[src/rtl/mme_pkg.sv]
// Shared types, constants and a helper function of the matrix multiply engine.
// Used by every module of the block but mme_ram; depends on nothing else.

package mme_pkg;

	localparam int DEF_MAX_DIM = 8;

	localparam int DIM_W   = 4;
	localparam int IDX_W   = 3;
	localparam int ELEM_W  = 16;
	localparam int PROD_W  = 2 * ELEM_W;
	localparam int VALUE_W = 35;
	localparam int CMD_W   = 2;

	localparam int PADDR_W = 4;
	localparam int PDATA_W = 32;

	localparam logic [CMD_W-1:0] CMD_LOAD_A = 2'd0;
	localparam logic [CMD_W-1:0] CMD_LOAD_B = 2'd1;
	localparam logic [CMD_W-1:0] CMD_START  = 2'd2;

	localparam logic [1:0] REG_ROWS_OF_A  = 2'd0;
	localparam logic [1:0] REG_SHARED_DIM = 2'd1;
	localparam logic [1:0] REG_COLS_OF_B  = 2'd2;

	localparam logic [DIM_W-1:0] DIM_RESET = 4'd8;

	typedef struct packed {
		logic [CMD_W-1:0]         cmd;
		logic [IDX_W-1:0]         row;
		logic [IDX_W-1:0]         col;
		logic signed [ELEM_W-1:0] value;
	} mme_item_t;

	typedef struct packed {
		logic [DIM_W-1:0] m;
		logic [DIM_W-1:0] n;
		logic [DIM_W-1:0] p;
	} mme_dims_t;

	function automatic logic [DIM_W-1:0] clamp_dim(input logic [DIM_W-1:0] v,
			input int unsigned max_dim);
		logic [DIM_W-1:0] r;
		r = v;
		if (v == '0) begin
			r = DIM_W'(1);
		end else if (32'(v) > max_dim) begin
			r = DIM_W'(max_dim);
		end
		return r;
	endfunction

endpackage

[src/rtl/mme_ram.sv]
// Generic single-write, single-read RAM with a registered read port.
// Stands alone; used for the operand stores of the matrix multiply engine.

module mme_ram #(
	parameter int WIDTH = 16,
	parameter int DEPTH = 64
) (
	input  logic                     clk,
	input  logic                     we,
	input  logic [$clog2(DEPTH)-1:0] waddr,
	input  logic [WIDTH-1:0]         wdata,
	input  logic [$clog2(DEPTH)-1:0] raddr,
	output logic [WIDTH-1:0]         rdata
);

	logic [WIDTH-1:0] mem_q [DEPTH];

	always_ff @(posedge clk) begin
		if (we) begin
			mem_q[waddr] <= wdata;
		end
		rdata <= mem_q[raddr];
	end

endmodule

[src/rtl/mme_front.sv]
// Front end: accepts input words, drops loads outside the sizes and unused
// commands, and holds the rest in a short queue. Depends on mme_pkg.

module mme_front import mme_pkg::*; (
	input  logic      clk,
	input  logic      arst_n,
	input  logic      in_valid,
	output logic      in_ready,
	input  mme_item_t in_item,
	input  mme_dims_t dims,
	output logic      q_valid,
	output mme_item_t q_item,
	input  logic      q_pop
);

	localparam int QDEPTH = 2;
	localparam int PTR_W  = $clog2(QDEPTH);
	localparam int CNT_W  = $clog2(QDEPTH + 1);

	mme_item_t        queue_q [QDEPTH];
	logic [PTR_W-1:0] wr_ptr_q;
	logic [PTR_W-1:0] rd_ptr_q;
	logic [CNT_W-1:0] count_q;
	logic             keep;
	logic             push;

	always_comb begin
		case (in_item.cmd)
			CMD_LOAD_A: keep = ({1'b0, in_item.row} < dims.m) && ({1'b0, in_item.col} < dims.n);
			CMD_LOAD_B: keep = ({1'b0, in_item.row} < dims.n) && ({1'b0, in_item.col} < dims.p);
			CMD_START:  keep = 1'b1;
			default:    keep = 1'b0;
		endcase
	end

	assign in_ready = (count_q != CNT_W'(QDEPTH));
	assign push     = in_valid && in_ready && keep;
	assign q_valid  = (count_q != '0);
	assign q_item   = queue_q[rd_ptr_q];

	always_ff @(posedge clk) begin
		if (push) begin
			queue_q[wr_ptr_q] <= in_item;
		end
	end

	always_ff @(posedge clk or negedge arst_n) begin
		if (!arst_n) begin
			wr_ptr_q <= '0;
			rd_ptr_q <= '0;
			count_q  <= '0;
		end else begin
			if (push) begin
				wr_ptr_q <= wr_ptr_q + 1'b1;
			end
			if (q_pop) begin
				rd_ptr_q <= rd_ptr_q + 1'b1;
			end
			case ({push, q_pop})
				2'b10:   count_q <= count_q + 1'b1;
				2'b01:   count_q <= count_q - 1'b1;
				default: count_q <= count_q;
			endcase
		end
	end

	assert property (@(posedge clk) disable iff (!arst_n)
		q_pop |-> count_q != '0)
		else $error("queue popped while empty");

	assert property (@(posedge clk) disable iff (!arst_n)
		count_q <= CNT_W'(QDEPTH))
		else $error("queue fill count beyond its depth");

endmodule

[src/rtl/mme_back.sv]
// Back end: writes loads into the operand stores and walks the product with
// one multiply-accumulate unit. Depends on mme_pkg and mme_ram.

module mme_back import mme_pkg::*; #(
	parameter int MAX_DIM = DEF_MAX_DIM
) (
	input  logic                      clk,
	input  logic                      arst_n,
	input  mme_dims_t                 dims,
	input  logic                      q_valid,
	input  mme_item_t                 q_item,
	output logic                      q_pop,
	output logic [IDX_W-1:0]          out_row,
	output logic [IDX_W-1:0]          out_col,
	output logic signed [VALUE_W-1:0] out_value,
	output logic                      last,
	output logic                      out_valid,
	input  logic                      out_ready
);

	localparam int DEPTH = MAX_DIM * MAX_DIM;
	localparam int AW    = $clog2(DEPTH);

	localparam logic [1:0] ST_IDLE   = 2'd0;
	localparam logic [1:0] ST_LAUNCH = 2'd1;
	localparam logic [1:0] ST_ISSUE  = 2'd2;
	localparam logic [1:0] ST_WAIT   = 2'd3;

	logic [1:0]       state_q;
	logic [DIM_W-1:0] i_q;
	logic [DIM_W-1:0] j_q;
	logic [DIM_W-1:0] k_q;

	logic              a_we;
	logic              b_we;
	logic [AW-1:0]     waddr;
	logic [AW-1:0]     a_raddr;
	logic [AW-1:0]     b_raddr;
	logic [ELEM_W-1:0] a_rdata;
	logic [ELEM_W-1:0] b_rdata;

	logic issue;
	logic k_last;
	logic i_last;
	logic j_last;
	logic pipe_busy;

	logic             v_s1;
	logic             first_s1;
	logic             lastk_s1;
	logic             lastel_s1;
	logic [IDX_W-1:0] row_s1;
	logic [IDX_W-1:0] col_s1;

	logic                     v_s2;
	logic                     first_s2;
	logic                     lastk_s2;
	logic                     lastel_s2;
	logic [IDX_W-1:0]         row_s2;
	logic [IDX_W-1:0]         col_s2;
	logic signed [PROD_W-1:0] prod_s2;

	logic signed [VALUE_W-1:0] acc_q;
	logic signed [VALUE_W-1:0] acc_next;
	logic                      out_valid_q;

	assign q_pop = q_valid && (state_q == ST_IDLE);
	assign a_we  = q_pop && (q_item.cmd == CMD_LOAD_A);
	assign b_we  = q_pop && (q_item.cmd == CMD_LOAD_B);
	assign waddr = AW'(32'(q_item.row) * MAX_DIM + 32'(q_item.col));

	assign a_raddr = AW'(32'(i_q) * MAX_DIM + 32'(k_q));
	assign b_raddr = AW'(32'(k_q) * MAX_DIM + 32'(j_q));

	assign issue     = (state_q == ST_ISSUE);
	assign k_last    = (k_q == dims.n - 1'b1);
	assign i_last    = (i_q == dims.m - 1'b1);
	assign j_last    = (j_q == dims.p - 1'b1);
	assign pipe_busy = v_s1 || v_s2;

	mme_ram #(
		.WIDTH(ELEM_W),
		.DEPTH(DEPTH)
	) u_a_store (
		.clk  (clk),
		.we   (a_we),
		.waddr(waddr),
		.wdata(q_item.value),
		.raddr(a_raddr),
		.rdata(a_rdata)
	);

	mme_ram #(
		.WIDTH(ELEM_W),
		.DEPTH(DEPTH)
	) u_b_store (
		.clk  (clk),
		.we   (b_we),
		.waddr(waddr),
		.wdata(q_item.value),
		.raddr(b_raddr),
		.rdata(b_rdata)
	);

	always_ff @(posedge clk or negedge arst_n) begin
		if (!arst_n) begin
			state_q <= ST_IDLE;
			i_q     <= '0;
			j_q     <= '0;
			k_q     <= '0;
		end else begin
			case (state_q)
				ST_IDLE: begin
					if (q_valid && q_item.cmd == CMD_START) begin
						i_q     <= '0;
						j_q     <= '0;
						state_q <= ST_LAUNCH;
					end
				end
				ST_LAUNCH: begin
					if (!out_valid_q || out_ready) begin
						k_q     <= '0;
						state_q <= ST_ISSUE;
					end
				end
				ST_ISSUE: begin
					k_q <= k_q + 1'b1;
					if (k_last) begin
						state_q <= ST_WAIT;
					end
				end
				ST_WAIT: begin
					if (!pipe_busy) begin
						if (i_last && j_last) begin
							state_q <= ST_IDLE;
						end else begin
							if (j_last) begin
								j_q <= '0;
								i_q <= i_q + 1'b1;
							end else begin
								j_q <= j_q + 1'b1;
							end
							state_q <= ST_LAUNCH;
						end
					end
				end
				default: state_q <= ST_IDLE;
			endcase
		end
	end

	always_ff @(posedge clk or negedge arst_n) begin
		if (!arst_n) begin
			v_s1        <= 1'b0;
			v_s2        <= 1'b0;
			out_valid_q <= 1'b0;
		end else begin
			v_s1 <= issue;
			v_s2 <= v_s1;
			if (v_s2 && lastk_s2) begin
				out_valid_q <= 1'b1;
			end else if (out_ready) begin
				out_valid_q <= 1'b0;
			end
		end
	end

	assign acc_next = (first_s2 ? '0 : acc_q) + VALUE_W'(prod_s2);

	always_ff @(posedge clk) begin
		first_s1  <= (k_q == '0);
		lastk_s1  <= k_last;
		lastel_s1 <= i_last && j_last;
		row_s1    <= i_q[IDX_W-1:0];
		col_s1    <= j_q[IDX_W-1:0];

		first_s2  <= first_s1;
		lastk_s2  <= lastk_s1;
		lastel_s2 <= lastel_s1;
		row_s2    <= row_s1;
		col_s2    <= col_s1;
		prod_s2   <= $signed(a_rdata) * $signed(b_rdata);

		if (v_s2) begin
			acc_q <= acc_next;
		end
		if (v_s2 && lastk_s2) begin
			out_value <= acc_next;
			out_row   <= row_s2;
			out_col   <= col_s2;
			last      <= lastel_s2;
		end
	end

	assign out_valid = out_valid_q;

	assert property (@(posedge clk) disable iff (!arst_n)
		v_s2 && lastk_s2 |-> !out_valid_q)
		else $error("result overwrote a word still waiting at the output");

	assert property (@(posedge clk) disable iff (!arst_n)
		v_s2 && !first_s2 |-> $past(v_s2))
		else $error("accumulation continued without a preceding product");

	assert property (@(posedge clk) disable iff (!arst_n)
		state_q == ST_IDLE |-> !pipe_busy)
		else $error("operand stores open to loads while products are in flight");

endmodule

[src/rtl/matrix_multiply_engine_top.sv]
// Top level of the matrix multiply engine: size registers on the APB-style
// port and the front and back ends. Depends on mme_pkg, mme_front, mme_back.
//
// Input channel (in_valid/in_ready): each word is a load of one element of A
// or B, or a start. Loads outside the configured sizes and the unused command
// are taken and dropped. Loads are taken one a cycle while the queue has
// room, and are written once any walk ahead of them has ended. A start makes
// the block send every element of C = A x B in row-major order on the output
// channel (out_valid/out_ready), with last high on the final element.
// While out_ready stays high, each result element passes through launch, one
// term a cycle in one multiply-accumulate unit fed by the two store read
// ports, registered read, product and drain.
// Words behind a start wait in a two-word queue, so the input stalls once
// that queue is full until the walk ends. When the receiver stalls, the
// result is held and the next element is not launched until it is taken.
// Reset clears the size registers to 8 and empties the queue and pipeline;
// the operand stores keep no reset and must be written before use.

module matrix_multiply_engine_top import mme_pkg::*; #(
	parameter int MAX_DIM = DEF_MAX_DIM
) (
	input  logic                      clk,
	input  logic                      arst_n,
	input  logic                      psel,
	input  logic                      penable,
	input  logic                      pwrite,
	input  logic [PADDR_W-1:0]        paddr,
	input  logic [PDATA_W-1:0]        pwdata,
	output logic [PDATA_W-1:0]        prdata,
	output logic                      pready,
	input  logic                      in_valid,
	output logic                      in_ready,
	input  logic [CMD_W-1:0]          command,
	input  logic [IDX_W-1:0]          row,
	input  logic [IDX_W-1:0]          col,
	input  logic signed [ELEM_W-1:0]  elem_value,
	output logic                      out_valid,
	input  logic                      out_ready,
	output logic [IDX_W-1:0]          out_row,
	output logic [IDX_W-1:0]          out_col,
	output logic signed [VALUE_W-1:0] out_value,
	output logic                      last
);

	logic [DIM_W-1:0] rows_of_a_q;
	logic [DIM_W-1:0] shared_dim_q;
	logic [DIM_W-1:0] cols_of_b_q;
	logic             reg_write;
	mme_dims_t        dims;
	mme_item_t        in_item;
	logic             q_valid;
	mme_item_t        q_item;
	logic             q_pop;

	assign pready    = 1'b1;
	assign reg_write = psel && penable && pwrite && pready;

	always_ff @(posedge clk or negedge arst_n) begin
		if (!arst_n) begin
			rows_of_a_q  <= DIM_RESET;
			shared_dim_q <= DIM_RESET;
			cols_of_b_q  <= DIM_RESET;
		end else if (reg_write) begin
			case (paddr[3:2])
				REG_ROWS_OF_A:  rows_of_a_q  <= pwdata[DIM_W-1:0];
				REG_SHARED_DIM: shared_dim_q <= pwdata[DIM_W-1:0];
				REG_COLS_OF_B:  cols_of_b_q  <= pwdata[DIM_W-1:0];
				default: ;
			endcase
		end
	end

	always_comb begin
		case (paddr[3:2])
			REG_ROWS_OF_A:  prdata = PDATA_W'(rows_of_a_q);
			REG_SHARED_DIM: prdata = PDATA_W'(shared_dim_q);
			REG_COLS_OF_B:  prdata = PDATA_W'(cols_of_b_q);
			default:        prdata = '0;
		endcase
	end

	always_comb begin
		dims.m = clamp_dim(rows_of_a_q, MAX_DIM);
		dims.n = clamp_dim(shared_dim_q, MAX_DIM);
		dims.p = clamp_dim(cols_of_b_q, MAX_DIM);
	end

	always_comb begin
		in_item.cmd   = command;
		in_item.row   = row;
		in_item.col   = col;
		in_item.value = elem_value;
	end

	mme_front u_front (
		.clk     (clk),
		.arst_n  (arst_n),
		.in_valid(in_valid),
		.in_ready(in_ready),
		.in_item (in_item),
		.dims    (dims),
		.q_valid (q_valid),
		.q_item  (q_item),
		.q_pop   (q_pop)
	);

	mme_back #(
		.MAX_DIM(MAX_DIM)
	) u_back (
		.clk      (clk),
		.arst_n   (arst_n),
		.dims     (dims),
		.q_valid  (q_valid),
		.q_item   (q_item),
		.q_pop    (q_pop),
		.out_row  (out_row),
		.out_col  (out_col),
		.out_value(out_value),
		.last     (last),
		.out_valid(out_valid),
		.out_ready(out_ready)
	);

endmodule

[config.mk]
export PLATFORM = sky130hd
export DESIGN_NAME = matrix_multiply_engine_top
export DESIGN_NICKNAME = d
export VERILOG_FILES = /design/src/rtl/mme_pkg.sv /design/src/rtl/mme_ram.sv /design/src/rtl/mme_front.sv /design/src/rtl/mme_back.sv /design/src/rtl/matrix_multiply_engine_top.sv
export SDC_FILE = /design/constraint.sdc
export NUM_CORES = 2
export LEC_CHECK = 0
export ABC_AREA = 1
export BUFFER_PORTS_ARGS = -buffer_cell sky130_fd_sc_hd__buf_4
export CAP_MARGIN = 20
export CORE_ASPECT_RATIO = 0.7
export CORE_UTILIZATION = 51
export CTS_BUF_LIST = sky130_fd_sc_hd__clkbuf_8
export CTS_CLUSTER_DIAMETER = 60
export DETAILED_ROUTE_END_ITERATION = 7
export GPL_ROUTABILITY_DRIVEN = 0
export PLACE_DENSITY_LB_ADDON = 0.25
export SETUP_SLACK_MARGIN = 0.3
export SYNTH_ARGS = -nofsm -noshare
export SYNTH_HDL_FRONTEND = slang
export SYNTH_SLANG_ARGS = --single-unit
[constraint.sdc]
create_clock -name clk -period 10.5 [get_ports clk]
set_input_delay 2.1 -clock clk [delete_from_list [all_inputs] [get_ports clk]]
set_output_delay 2.1 -clock clk [all_outputs]
set_load 0.02 [all_outputs]
==> run metrics <==
Worst Hold Launch=u_back.row_s1[0]; setup bufs post-CTS=0; CP Capture Type=flop; Worst-Margin Slew=1.93 ns; total global routing overflow=0; global routing's busiest layer=met1; first-pass GRT wire length=414000 µm; CTS tree=built; RSZ-0062 raised after global routing=no; Mapped Cells=about 9000; grt met2 use=0.382; hpwl dp=162000 µm; Initial DRC Count=8993; io pins=144; met1 usage in global routing=0.404; Yosys reg bits=around 2300; WP data arrival=7.15 ns; Setup crit start kind=flop; Final setup viols=0; die area=203000 µm²; Highest Clock Rate=158 MHz; min Tclk post-route=roughly 6.3 ns; Mapped Avg Cell Area=around 11 µm²; CTS max path bufs=4; CP Class=reg -> reg; largest net degree at the start of global routing=288; Layout Nets=9559; number of global-route vias before repair=about 67000; critical path fanouts, max=16; status=finished with violations; DRT Pass-1 Iters=8; number of max-cap violations=0; R2R setup slack=~4.2 ns; reg-to-reg critical path startpoint=u_back.u_b_store.rdata[7]; hold_ws=0.329 ns; Syn-to-layout area delta=9.29%; Die X=between 500 and 600 µm; Req. time, crit path=11.33 ns; DR DRC count=0; CTS Sinks=2288; slowest CP cell=dfxtp_1; Final period util=0.602; hold path depth=0; post-synth cell types=54; antenna-violating nets left=0; clock-pin slew on the worst setup and hold paths=0.06 ns; RR Endpoint=u_back.prod_s2[31]; Synth Flop Type=edfxtp_1; Ys Warns=0; die height=between 300 and 400 µm; Mapped Area=103000 µm²; R2R depth=22; worst min-delay path class=reg -> reg; sequential share of the synthesized area=0.659; initial antenna violation count=5; clock skew=approximately 0.056 ns; post-DR vias/cell=5.81; core region area=200000 µm²; post-route setup TNS=0 ns; met3 Usage GRT=0.0719; asr flop ratio synth=0.0144; proportion of layout cells with a drive suffix above 1=0.0875; crit-path max cell delay=0.95 ns; final hold vios=0; relative max-transition margin=-0.286; hold_buf cts=0; final WL=276000 µm; DR WL/cell=approximately 23 µm; Post-CTS Resized=0; Post-synth EDFFs=between 2000 and 2500; Cell Rows=between 100 and 150; routed via count=69613; crit-path cells=nand2_1 > fa_1 > inv_1 > fa_1 > inv_1 > fa_1 > inv_1 > fa_1 > fa_1 > inv_1 > fa_1 > inv_1 > ha_1 > nand2_1 > nor2_1 > nand4_1 > o21ai_0 > nand3_1 > inv_1 > nor2_1 > nand2_1 > nand2_1; Starting Density=0.515; Worst Path Buf+Inv=6; Skew-Pair Late Insertion Delay=0.98 ns; IO Port Bufs=84; total CTS buffers=342; H-tree depth=5; Root Driver=clkbuf_8; cell family with most CP delay=adder cells; failing checks=slew limit; max-slew violations=212; Hold EP=u_back.row_s2[0]; Total GRT Usage=0.270
## worst max-delay path by stage
stage | start | to | slack (ns) | depth (start not counted)
3_5_place_dp | u_back.u_b_store.rdata[7] | u_back.prod_s2[31] | 4.28 | 22
5_1_grt | u_back.u_a_store.rdata[7] | u_back.prod_s2[31] | 3.82 | 22
2_1_floorplan | u_back.u_b_store.rdata[2] | u_back.prod_s2[27] | 4.98 | 20
3_3_place_gp | u_back.u_b_store.rdata[7] | u_back.prod_s2[31] | 4.30 | 22
4_1_cts | u_back.u_a_store.rdata[7] | u_back.prod_s2[31] | 4.23 | 22
6_report | u_back.u_b_store.rdata[7] | u_back.prod_s2[31] | 4.18 | 22
## synthesized netlist by cell type, types with 16 or more instances
cell type,count,share of area
a21oi_1,84,0.0041
buf_1,23,0.00084
buf_2,149,0.0073
buf_4,56,0.0041
clkbuf_1,292,0.011
clkbuf_2,16,0.00078
dfrtp_1,30,0.0073
dfxtp_1,82,0.016
edfxtp_1,2173,0.63
fa_1,263,0.051
ha_1,141,0.017
inv_1,587,0.021
nand2_1,1702,0.062
nand3_1,251,0.012
nand4_1,17,0.0010
nor2_1,1306,0.048
o21ai_0,1052,0.051
o21ai_1,50,0.0024
o22ai_1,513,0.031
xnor2_1,20,0.0017
xor2_1,56,0.0048
## registers in the layout, indices dropped and copies added, names as in the netlist, 2 cells and up
signal and flops:
cols_of_b_q 4, rows_of_a_q 4, shared_dim_q 4, u_back.acc_q 35, u_back.col_s1 3, u_back.col_s2 3
u_back.i_q 4, u_back.j_q 4, u_back.k_q 4, u_back.out_col 3, u_back.out_row 3, u_back.out_value 35
u_back.prod_s2 32, u_back.row_s1 3, u_back.row_s2 3, u_back.state_q 2, u_back.u_a_store.mem_q 1024, u_back.u_a_store.rdata 16
u_back.u_b_store.mem_q 1024, u_back.u_b_store.rdata 16, u_front.count_q 2, u_front.queue_q 48
## per-layer routing
metal,share of wire,routed length (µm)
met2,0.42,115000
met3,0.12,34200
met4,0.028,7590
met1,0.43,118000
met5,0.00048,132
## through the flow
step | instances | utilization | worst slack (ns) | instance area, µm²
after floorplan | 9018 | - | 4.98 | 103000
after global placement | 11358 | 0.530 | 4.30 | 106000
after detailed placement | 11373 | 0.532 | 4.28 | 106000
after CTS | 11974 | 0.562 | 4.23 | 112000
after global routing | 11987 | 0.563 | 3.82 | 112000
final | 11988 | 0.563 | 4.18 | 112000
## cells in the final DEF (no fill, tap or decap), types with 50 or more instances in the layout
| cell type | instances |
|---|---|
| buf_4 | 245 |
| clkinv_1 | 58 |
| nor2_1 | 1253 |
| clkbuf_8 | 357 |
| a21oi_1 | 84 |
| nor2_2 | 56 |
| fa_1 | 263 |
| o21ai_1 | 50 |
| xor2_1 | 56 |
| o22ai_1 | 513 |
| ha_1 | 138 |
| o21ai_0 | 1052 |
| nand2_1 | 1685 |
| nand3_1 | 250 |
| inv_1 | 722 |
| edfxtp_1 | 2173 |
| dfxtp_1 | 82 |
## final cells by class
class	instances	area, µm²
sequential	2288	67700
inverter	601	2310
antenna	2	5.00
clock inverter	244	1110
clock buffer	357	4910
multi-input combinational	5578	30600
fill	16514	87300
timing repair buffer	277	2370
tap	2641	3300
## logic make-up (layout without fill, tap and decap cells)
kind of cell	count (synthesis)	in the layout	synth area share
multiplexers	1	1	0.0000973
other	2	31	0.0000730
AO/OA/AOI/OAI	1740	1740	0.0922
AND/OR/NAND/NOR	3328	3328	0.127
adder cells (fa/ha/maj)	404	404	0.0684
XOR/XNOR	76	76	0.00647
buffers and inverters	1152	1479	0.0473
flip-flops	2288	2288	0.659
## worst register-to-register path: cells and delay by family, from the launching register on
kind / cells / cell delay (ns)
AO/OA/AOI/OAI: 1 / 0.54
adder cells (fa/ha/maj): 7 / 3.38
buffers and inverters: 6 / 0.35
flip-flops: 1 / 0.95
AND/OR/NAND/NOR: 8 / 1.00
Power is left out: the tool's default activity adds up to more than one toggle a clock period on the data nets, which glitch-free logic cannot reach.
